===== config.mk =====
export PLATFORM = sky130hd
export DESIGN_NAME = mutex_table_engine_core
export DESIGN_NICKNAME = d
export VERILOG_FILES = /design/src/hdl/mte_pkg.sv /design/src/hdl/mutex_table_engine_core.sv /design/src/hdl/mte_ram.sv /design/src/hdl/mte_eval.sv
export SDC_FILE = /design/constraint.sdc
export NUM_CORES = 2
export LEC_CHECK = 0
export BUFFER_PORTS_ARGS = -buffer_cell sky130_fd_sc_hd__buf_2
export CAP_MARGIN = 20
export CORE_ASPECT_RATIO = 1.4
export CORE_MARGIN = 1
export CORE_UTILIZATION = 57
export DETAILED_ROUTE_END_ITERATION = 10
export PLACE_DENSITY = 0.8
export RECOVER_POWER = 50
export SLEW_MARGIN = 5
export SYNTH_ARGS = -nofsm -noshare
export SYNTH_HDL_FRONTEND = slang
export SYNTH_SLANG_ARGS = --single-unit

===== constraint.sdc =====
create_clock -name clk -period 7.05 [get_ports clk]
set_input_delay 1.0575 -clock clk [delete_from_list [all_inputs] [get_ports clk]]
set_output_delay 1.0575 -clock clk [all_outputs]
set_load 0.02 [all_outputs]

===== src/hdl/mte_pkg.sv =====
package mte_pkg;

  localparam int SLOTS   = 64;
  localparam int ID_BITS = 16;
  localparam int ADDR_W  = $clog2(SLOTS);
  localparam int CMP_W   = (ID_BITS > 16) ? ID_BITS : 16;

  localparam logic [2:0] CMD_ALLOC    = 3'd0;
  localparam logic [2:0] CMD_FREE     = 3'd1;
  localparam logic [2:0] CMD_LOCK     = 3'd2;
  localparam logic [2:0] CMD_UNLOCK   = 3'd3;
  localparam logic [2:0] CMD_FREE_ALL = 3'd4;

  localparam logic [2:0] STAT_OK      = 3'd0;
  localparam logic [2:0] STAT_FULL    = 3'd1;
  localparam logic [2:0] STAT_NOMATCH = 3'd2;
  localparam logic [2:0] STAT_BUSY    = 3'd3;
  localparam logic [2:0] STAT_HELD    = 3'd4;

  typedef enum logic [1:0] {
    S_CLEAR,
    S_IDLE,
    S_SCAN
  } state_t;

  typedef struct packed {
    logic [2:0]  cmd;
    logic [15:0] mtx_id;
    logic [15:0] thr_id;
    logic [15:0] process_id;
  } in_item_t;

  typedef struct packed {
    logic [2:0]  status;
    logic [15:0] new_id;
    logic        wake;
  } out_item_t;

  typedef struct packed {
    logic [ID_BITS-1:0] id;
    logic               locked;
    logic [15:0]        owner;
    logic [15:0]        creator;
  } entry_t;

  localparam int ENTRY_W = $bits(entry_t);

  typedef struct packed {
    logic      hit;
    logic      stop;
    logic      wr;
    entry_t    wdata;
    out_item_t res;
  } eval_t;

  function automatic logic [15:0] id_to_out(input logic [ID_BITS-1:0] id);
    logic [CMP_W-1:0] t;
    t = CMP_W'(id);
    return t[15:0];
  endfunction

endpackage


===== src/hdl/mutex_table_engine_core.sv =====
// The first match ends the scan (FREE_ALL visits every entry); the result beat is registered.
// A new request is taken only after the last one's scan ends; the scan reads one entry per cycle
// through the single read port of the slot memory; busy drops in the cycle of the result beat.
// Reset: a clearing pass writes all SLOTS entries, one per cycle, with busy high.
// The receiver cannot stall: each result beat is shown on out_valid for one cycle.
module mutex_table_engine_core (
  input  logic                clk,
  input  logic                rst_n,
  input  logic                start,
  output logic                busy,
  input  mte_pkg::in_item_t   in_item,
  output logic                out_valid,
  output mte_pkg::out_item_t  out_item
);

  mte_pkg::state_t                 state_r, state_nxt;
  mte_pkg::in_item_t               req_r;
  logic [mte_pkg::ADDR_W-1:0]      addr_r, addr_nxt;
  logic [mte_pkg::ID_BITS-1:0]     next_id_r, id_inc;
  logic                            out_valid_r;
  mte_pkg::out_item_t              out_r;

  logic                            we;
  logic [mte_pkg::ADDR_W-1:0]      waddr, raddr;
  mte_pkg::entry_t                 wdata, rdata;
  mte_pkg::eval_t                  ev;
  logic                            last;
  logic                            done;
  mte_pkg::out_item_t              res;

  mte_ram #(
    .WIDTH (mte_pkg::ENTRY_W),
    .DEPTH (mte_pkg::SLOTS)
  ) u_ram (
    .clk   (clk),
    .we    (we),
    .waddr (waddr),
    .wdata (wdata),
    .raddr (raddr),
    .rdata (rdata)
  );

  mte_eval u_eval (
    .req     (req_r),
    .ent     (rdata),
    .next_id (next_id_r),
    .ev      (ev)
  );

  assign last   = (addr_r == mte_pkg::ADDR_W'(mte_pkg::SLOTS - 1));
  assign id_inc = next_id_r + 1'b1;

  always_comb begin
    state_nxt = state_r;
    unique case (state_r)
      mte_pkg::S_CLEAR: if (last) state_nxt = mte_pkg::S_IDLE;
      mte_pkg::S_IDLE:  if (start) state_nxt = mte_pkg::S_SCAN;
      mte_pkg::S_SCAN:  if (done) state_nxt = mte_pkg::S_IDLE;
      default:          state_nxt = mte_pkg::S_IDLE;
    endcase
  end

  always_comb begin
    we       = 1'b0;
    waddr    = addr_r;
    wdata    = ev.wdata;
    raddr    = '0;
    addr_nxt = addr_r;
    done     = 1'b0;
    res      = '0;
    unique case (state_r)
      mte_pkg::S_CLEAR: begin
        we       = 1'b1;
        wdata    = '0;
        addr_nxt = addr_r + 1'b1;
      end
      mte_pkg::S_IDLE: begin
        addr_nxt = '0;
      end
      mte_pkg::S_SCAN: begin
        we       = ev.wr;
        raddr    = addr_r + 1'b1;
        addr_nxt = addr_r + 1'b1;
        done     = (ev.hit && ev.stop) || last;
        if (ev.hit) begin
          res = ev.res;
        end else if (req_r.cmd == mte_pkg::CMD_ALLOC) begin
          res.status = mte_pkg::STAT_FULL;
        end else if (req_r.cmd == mte_pkg::CMD_FREE_ALL) begin
          res.status = mte_pkg::STAT_OK;
        end else begin
          res.status = mte_pkg::STAT_NOMATCH;
        end
      end
      default: begin
        addr_nxt = '0;
      end
    endcase
  end

  always_ff @(posedge clk) begin
    if (!rst_n) begin
      state_r     <= mte_pkg::S_CLEAR;
      addr_r      <= '0;
      next_id_r   <= mte_pkg::ID_BITS'(1);
      out_valid_r <= 1'b0;
    end else begin
      state_r     <= state_nxt;
      addr_r      <= addr_nxt;
      out_valid_r <= done;
      if (state_r == mte_pkg::S_SCAN && ev.hit && req_r.cmd == mte_pkg::CMD_ALLOC) begin
        next_id_r <= (id_inc == '0) ? mte_pkg::ID_BITS'(1) : id_inc;
      end
    end
  end

  always_ff @(posedge clk) begin
    if (state_r == mte_pkg::S_IDLE && start) begin
      req_r <= in_item;
    end
    if (done) begin
      out_r <= res;
    end
  end

  assign busy      = (state_r != mte_pkg::S_IDLE);
  assign out_valid = out_valid_r;
  assign out_item  = out_r;

endmodule


===== src/hdl/mte_ram.sv =====
module mte_ram #(
  parameter int WIDTH = 8,
  parameter int DEPTH = 2
) (
  input  logic                     clk,
  input  logic                     we,
  input  logic [$clog2(DEPTH)-1:0] waddr,
  input  logic [WIDTH-1:0]         wdata,
  input  logic [$clog2(DEPTH)-1:0] raddr,
  output logic [WIDTH-1:0]         rdata
);

  logic [WIDTH-1:0] mem [DEPTH];

  always_ff @(posedge clk) begin
    if (we) begin
      mem[waddr] <= wdata;
    end
    rdata <= mem[raddr];
  end

endmodule


===== src/hdl/mte_eval.sv =====
module mte_eval (
  input  mte_pkg::in_item_t             req,
  input  mte_pkg::entry_t               ent,
  input  logic [mte_pkg::ID_BITS-1:0]   next_id,
  output mte_pkg::eval_t                ev
);

  logic id_eq;
  logic own_eq;

  assign id_eq  = (req.mtx_id != 16'd0) &&
                  (mte_pkg::CMP_W'(ent.id) == mte_pkg::CMP_W'(req.mtx_id));
  assign own_eq = (ent.owner == req.thr_id);

  always_comb begin
    ev            = '0;
    ev.stop       = 1'b1;
    ev.wdata      = ent;
    ev.res.status = mte_pkg::STAT_OK;
    unique case (req.cmd)
      mte_pkg::CMD_ALLOC: begin
        ev.hit           = (ent.id == '0);
        ev.wr            = ev.hit;
        ev.wdata         = '0;
        ev.wdata.id      = next_id;
        ev.wdata.creator = req.process_id;
        ev.res.new_id    = mte_pkg::id_to_out(next_id);
      end
      mte_pkg::CMD_FREE: begin
        ev.hit   = id_eq && !ent.locked;
        ev.wr    = ev.hit;
        ev.wdata = '0;
      end
      mte_pkg::CMD_LOCK: begin
        ev.hit = id_eq;
        if (!ent.locked) begin
          ev.wr           = ev.hit;
          ev.wdata.locked = 1'b1;
          ev.wdata.owner  = req.thr_id;
        end else if (own_eq) begin
          ev.res.status = mte_pkg::STAT_HELD;
        end else begin
          ev.res.status = mte_pkg::STAT_BUSY;
        end
      end
      mte_pkg::CMD_UNLOCK: begin
        ev.hit          = id_eq && ent.locked && own_eq;
        ev.wr           = ev.hit;
        ev.wdata.locked = 1'b0;
        ev.wdata.owner  = '0;
        ev.res.wake     = 1'b1;
      end
      mte_pkg::CMD_FREE_ALL: begin
        ev.hit   = (ent.creator == req.process_id);
        ev.wr    = ev.hit;
        ev.stop  = 1'b0;
        ev.wdata = '0;
      end
      default: begin
        ev.hit        = 1'b0;
        ev.res.status = mte_pkg::STAT_NOMATCH;
      end
    endcase
  end

endmodule


; Word-level counts from Yosys, hierarchy flattened
; Memory sizes are Yosys's and may differ from the RTL's. A register that Yosys moved wholly into a read port is not among the register bits.
; Index checks and enable logic that the tools add are counted.
[totals]
reg_bits = 96
mem_bits_rw = 3136
in_bits = 54
out_inout_bits = 22
word_cells = 76
memories = 1
[classes]
n_addsub = 2
eq_ne = 14
muxes = 26
reduce_logical = 22
[memory_table]
columns = memory, depth, width, read_ports, rd_clocked_by_memory_dff, write_ports, line
row1 = u_ram.mem, 64, 49, 1, 1, 1, mte_ram.sv:13  ; logic [WIDTH-1:0] mem [DEPTH];
[op_table]
columns = cell, count
row1 = $pmux 16 s2, 2
row2 = $mux 49, 1
row3 = $eq 16x16->1, 3
row4 = $pmux 17 s2, 1
row5 = $logic_not 16->1, 2
row6 = $mux 16, 2
row7 = $add 16x1->16 const B, 1
row8 = $reduce_bool 16->1, 1
row9 = $mux 2, 5
row10 = $pmux 1 s5, 2
row11 = $mux 3, 3
row12 = $logic_and 1x1->1, 8
row13 = $add 6x1->6 const B, 1
row14 = $eq 3x2->1 const B, 2
row15 = $eq 6x6->1 const B, 1
row16 = $mux 1, 6
row17 = $mux 6, 1
row18 = $ne 2x2->1 const B, 3
row19 = $pmux 2 s3, 1
row20 = $pmux 3 s2, 1
row21 = $reduce_and 3->1, 2
row22 = $reduce_and 2->1, 2
row23 = $reduce_or 2->1, 2
row24 = $reduce_or 4->1, 1
row25 = 10 further kinds, 10

; Depth between registers and ports, before layout
[logic_depth]
word_depth = 10
depth_mapped = 14
ltp_nobuf = 8

; Modules after synthesis
; Synthesis repeated with hierarchy kept, for this count alone.
[unflattened]
cells_unflattened = 5775
hier_area_um2 = 125337.7
[modules_own_cells]
columns = mod, n_inst, cells_per_inst, area_per_inst_um2, seq_area_each_um2
row1 = mte_ram, 1, 5283, 119992.6, 95151.3
row2 = mutex_table_engine_core, 1, 311, 3970.1, 2632.5
row3 = mte_eval, 1, 181, 1375.1, 0.0

; Least setup slack after synthesis
; No wires, ideal clock.
[synth_timing]
path_kind = register to register
startpoint = register req_r[48] in the netlist's numbering
endpoint = memory u_ram.mem[0][32] in the netlist's numbering, data pin
setup_ns = 1.287
arrival_time_ns = 6.349
required_ns = 5.763
setup_slack_ns = -0.585
path_stages_with_launch = 4
path_buffers = 1
synth_period_minus_slack_ns = 7.635
path_cell_list = edfxtp_1 clkbuf_1 nor2_1 a2111oi_0
[synth_between]
elab_chain_cells = 4
elab_cells_between_ends = 8
classes_between = eq/ne: 4 / mux: 2 / reduce/logical: 2
[synth_rtl]
columns = element, line
row1 = from (decl), mutex_table_engine_core.sv:17  ; mte_pkg::in_item_t req_r;
row2 = from (signal assigned), mutex_table_engine_core.sv:119  ; req_r <= in_item;
row3 = "$eq 3x3->1, or another cell as far along", mte_eval.sv:20  ; unique case (req.cmd)
row4 = $reduce_or 4->1 (no line), -
row5 = $pmux 17 s2 (*), mte_eval.sv:20
row6 = $mux 49 (*), mutex_table_engine_core.sv:71  ; unique case (state_r)
row7 = named net u_ram.wdata[32], mte_ram.sv:8  ; input logic [WIDTH-1:0] wdata,
row8 = to (decl), mte_ram.sv:13
; The timed path passes the listed nets; every way through them passes the cells marked *.

; Worst setup path after layout
[layout_timing]
startpoint = register req_r[50] in the netlist's numbering
endpoint = memory u_ram.mem[36][42] in the netlist's numbering, data pin
[layout_between]
elab_chain_cells = 4
elab_cells_between_ends = 6
classes_between = eq/ne: 2 / mux: 2 / reduce/logical: 2
[layout_rtl]
columns = element, line
row1 = $eq 3x3->1 or $eq 3x1->1 (tied branches), mte_eval.sv:20
row2 = $reduce_or 2->1 (no line), -
row3 = $pmux 16 s2 (*), mte_eval.sv:20
row4 = $mux 49 (*), mutex_table_engine_core.sv:71
row5 = named net u_ram.wdata[42], mte_ram.sv:8
; Marked as above.

==> summary.md <==
| Metric | Value |
|---|---|
| Status | finished with violations |
| Failing checks | max-capacitance violations, max-slew violations |
| Max-cap violation count | 32 |
| Final Hold Viols | 0 |
| Number of vias per cell | 7.52 |
| Most frequent cells in the layout | edfxtp_1 (3207), nor2_1 (587), o22ai_1 (385) |
| Die Outline Area | 226000 µm² |
| Initial DRC Count | 15.7k |
| Placer Congestion | 0.951 |
| Post-layout nets | 7452 |
| Top cell type's share of synthesized area | 0.753 |
| Setup TNS | 0 ns |
| DR vias | 79.3k |
| Rows | 205 |
| Worst vdd rail ir drop | 0.219 mV |
| Total power | 38700 µW |
| Final Non-Filler Cells | 10.5k |
| Placed cells | 9966 |
| Setup crit start kind | flip-flop |
| Fillers | 14.0k |
| CTS tree | done |
| Max incr delay on CP | 2.00 ns |
| Post-CTS sizing | 0 |
| Arr. time, crit path | 6.70 ns |
| Final min period | 6.33 ns |
| Largest net degree at the start of global routing | 193 |
| Net Sw Frac | 0.204 |
| Slowest-stage cell, CP | clkbuf_1 |
| Io pins | 76 |
| Syn Nets | 7353 |
| Fmax | 158 MHz |
| Worst-Skew Late Latency | 0.90 ns |
| First-pass GRT wire length | 547000 µm |
| Initial Util | 0.573 |
| TritonCTS buffer count | 301 |
| Initial antenna violation count | 22 |
| Endpoint class of the critical path | flip-flop |
| Setup Skew | 0.0681 ns |
| Least-Margin Pin Slew | 4.26 ns |
| DRC | 0 |
| Syn avg cell area | 17.5 µm² |
| Reg power frac | 0.550 |
| Die Wd | 402 µm |
| Family with the most delay on the worst path | buffers and inverters |
| CTS max path bufs | 4 |
| Leakage power | 0.0405 µW |
| Clock share of power | 0.428 |
| Worst path buffer plus inverter count | 2 |
| Worst-path clk slew | 0.06 ns |
| CP max FO | 52 |
| Die H | 562 µm |
| H-tree depth | 5 |
| Rel. slew slack | -1.84 |
| Area growth from synthesis to layout | 11.4% |
| Most common cell after layout, fill and taps aside | edfxtp_1 |
| Core ar. | 223000 µm² |
| Area leader, netlist | edfxtp_1 |
| WL per Instance | 37.7 µm |
| Crit path top cell by count | clkbuf_1 |
| Post-Synthesis Cells | 7297 |
| Final WL | 397000 µm |
| Main flop type after synthesis | edfxtp_1 |
| Synthesis Warnings | 0 |
| Top cells by area, synth | edfxtp_1 (75%), mux4_2 (6.1%), o22ai_1 (1.9%) |
| Worst hold path type | in2reg |
| Net Sw Power | 7900 µW |
| Clock Sinks | 3281 |
| DRT antenna net count | 0 |
| Final setup viols | 0 |
| RSZ-0062 raised after global routing | false |
| Setup bufs post-CTS | 0 |
| GR Util All Layers | 0.342 |
| Detailed placement HPWL | 208000 µm |
| Post-synth EDFFs | 3207 |
| Mapped Area | 128000 µm² |
| # hold bufs at CTS | 0 |
| Worst-path cell chain | nor3_1 -> clkbuf_1 -> a22oi_1 -> nor2_1 -> clkbuf_1 |
| Layout cells sized above 1 | 0.165 |
| Slew Viols, Final | 1601 |
| Final worst-path cycle share | 0.898 |
| Cell variety after synth | 68 |
| Buffers on Ports | 75 |
| First drt pass iteration count | 9 |
| Pint | 30800 µW |
| Cell Pwr Density | 272 nW/µm² |
| Root Buffer Master | clkbuf_16 |
| Comb power frac | 0.022 |
| Sequential-to-total area share from yosys stat | 0.765 |
| Remaining Overflow, GRT | 0 |
| Multi-input gate area | 28200 µm² |
| Register bit total from synthesis | 3281 |
| Seq. cell area | 97800 µm² |
| Req. time, crit path | 7.42 ns |
| Vias in the first global route | 75.6k |
| Worst setup path category | reg2reg |
| Ys async rst share | 0 |
[cells in the mapped netlist, drive strengths merged (60+ instances only)]
master   count
nand3       63
nand2      269
o211ai      76
a31oi       60
or3         62
o221ai      61
o22ai      433
nor4       192
mux4       344
nor2       608
mux2i      131
dfxtp       74
a21oi       89
a211oi     270
edfxtp    3207
buf        203
o21ai       98
clkbuf     351
a2bb2oi    225
[power groups by stage]
stage	logic, µW	registers, µW	clock network, µW
2_1_floorplan	482	21700	0
3_3_place_gp	807	21700	0
3_5_place_dp	817	21700	0
4_1_cts	825	21300	16500
5_1_grt	857	21300	17200
6_report	859	21300	16600
[path summary, 6_finish.rpt]
kind                              startpoint           endpoint  slack (ns)  cells past startpoint
worst max-delay path               req_r[50]  u_ram.mem[36][42]        0.72                      5
worst min-delay path             in_item[38]          req_r[38]        0.33                      1
worst min register to register  next_id_r[0]       next_id_r[0]        0.57                      1
worst max register to register     req_r[50]  u_ram.mem[36][42]        0.72                      5
[state kept, by name (all words and copies together) (netlist names)]
register and count:
out_item 20, next_id_r 16, u_ram.mem 3136, req_r 51, out_valid 1, addr_r 6
state_r 2, u_ram.rdata 49
[layout make-up]
| cell class | count | area share |
|---|---|---|
| sequential | 3281 | 0.687 |
| multi-input combinational | 3452 | 0.198 |
| clock buffer | 381 | 0.0573 |
| tap | 2898 | 0.0255 |
| timing repair buffer | 350 | 0.0197 |
| clock inverter | 158 | 0.0118 |
| inverter | 10 | 0.000316 |
| antenna | 16 | 0.000281 |
[kinds of logic (layout without fill, tap and decap cells)]
family                     Yosys count  in the layout  share of synthesized area
buffers and inverters              564            899                     0.0199
other                                0             16                          0
xor gates and xnor gates            65             65                    0.00445
adders and majority gates            2              2                   0.000196
DFF                               3281           3281                      0.765
and+or+nand+nor                   1389           1389                     0.0505
muxes                              511            511                     0.0740
AOI/OAI and AO/OA                 1485           1485                     0.0859
[metal layers]
layer | GRT usage | vias to the layer above | routed length (µm)
li1 | - | 30000 | -
met3 | 0.120 | 2155 | 63800
met2 | 0.516 | 8409 | 176000
met5 | 0 | - | 163
met1 | 0.413 | 38700 | 121000
met4 | 0.247 | 14 | 36900
[through the flow]
| stage | instance area, µm² | hold slack, ns | utilization | worst slack [ns] |
|---|---|---|---|---|
| CTS | 143000 | 0.318 | 0.639 | 2.04 |
| finish | 142000 | 0.330 | 0.639 | 0.721 |
| global placement | 132000 | 0.512 | 0.594 | 2.22 |
| floorplan | 128000 | 0.467 | - | -0.206 |
| detailed placement | 133000 | 0.550 | 0.595 | 2.09 |
| global route | 142000 | 0.332 | 0.638 | 0.924 |
[worst register-to-register path, cell delays in order (launching register included)]
cell and delay [ns]:
edfxtp_1 0.52, nor3_1 0.45, clkbuf_1 2.00, a22oi_1 0.51, nor2_1 0.78, clkbuf_1 1.49
Power figures use the tool's default switching activity.
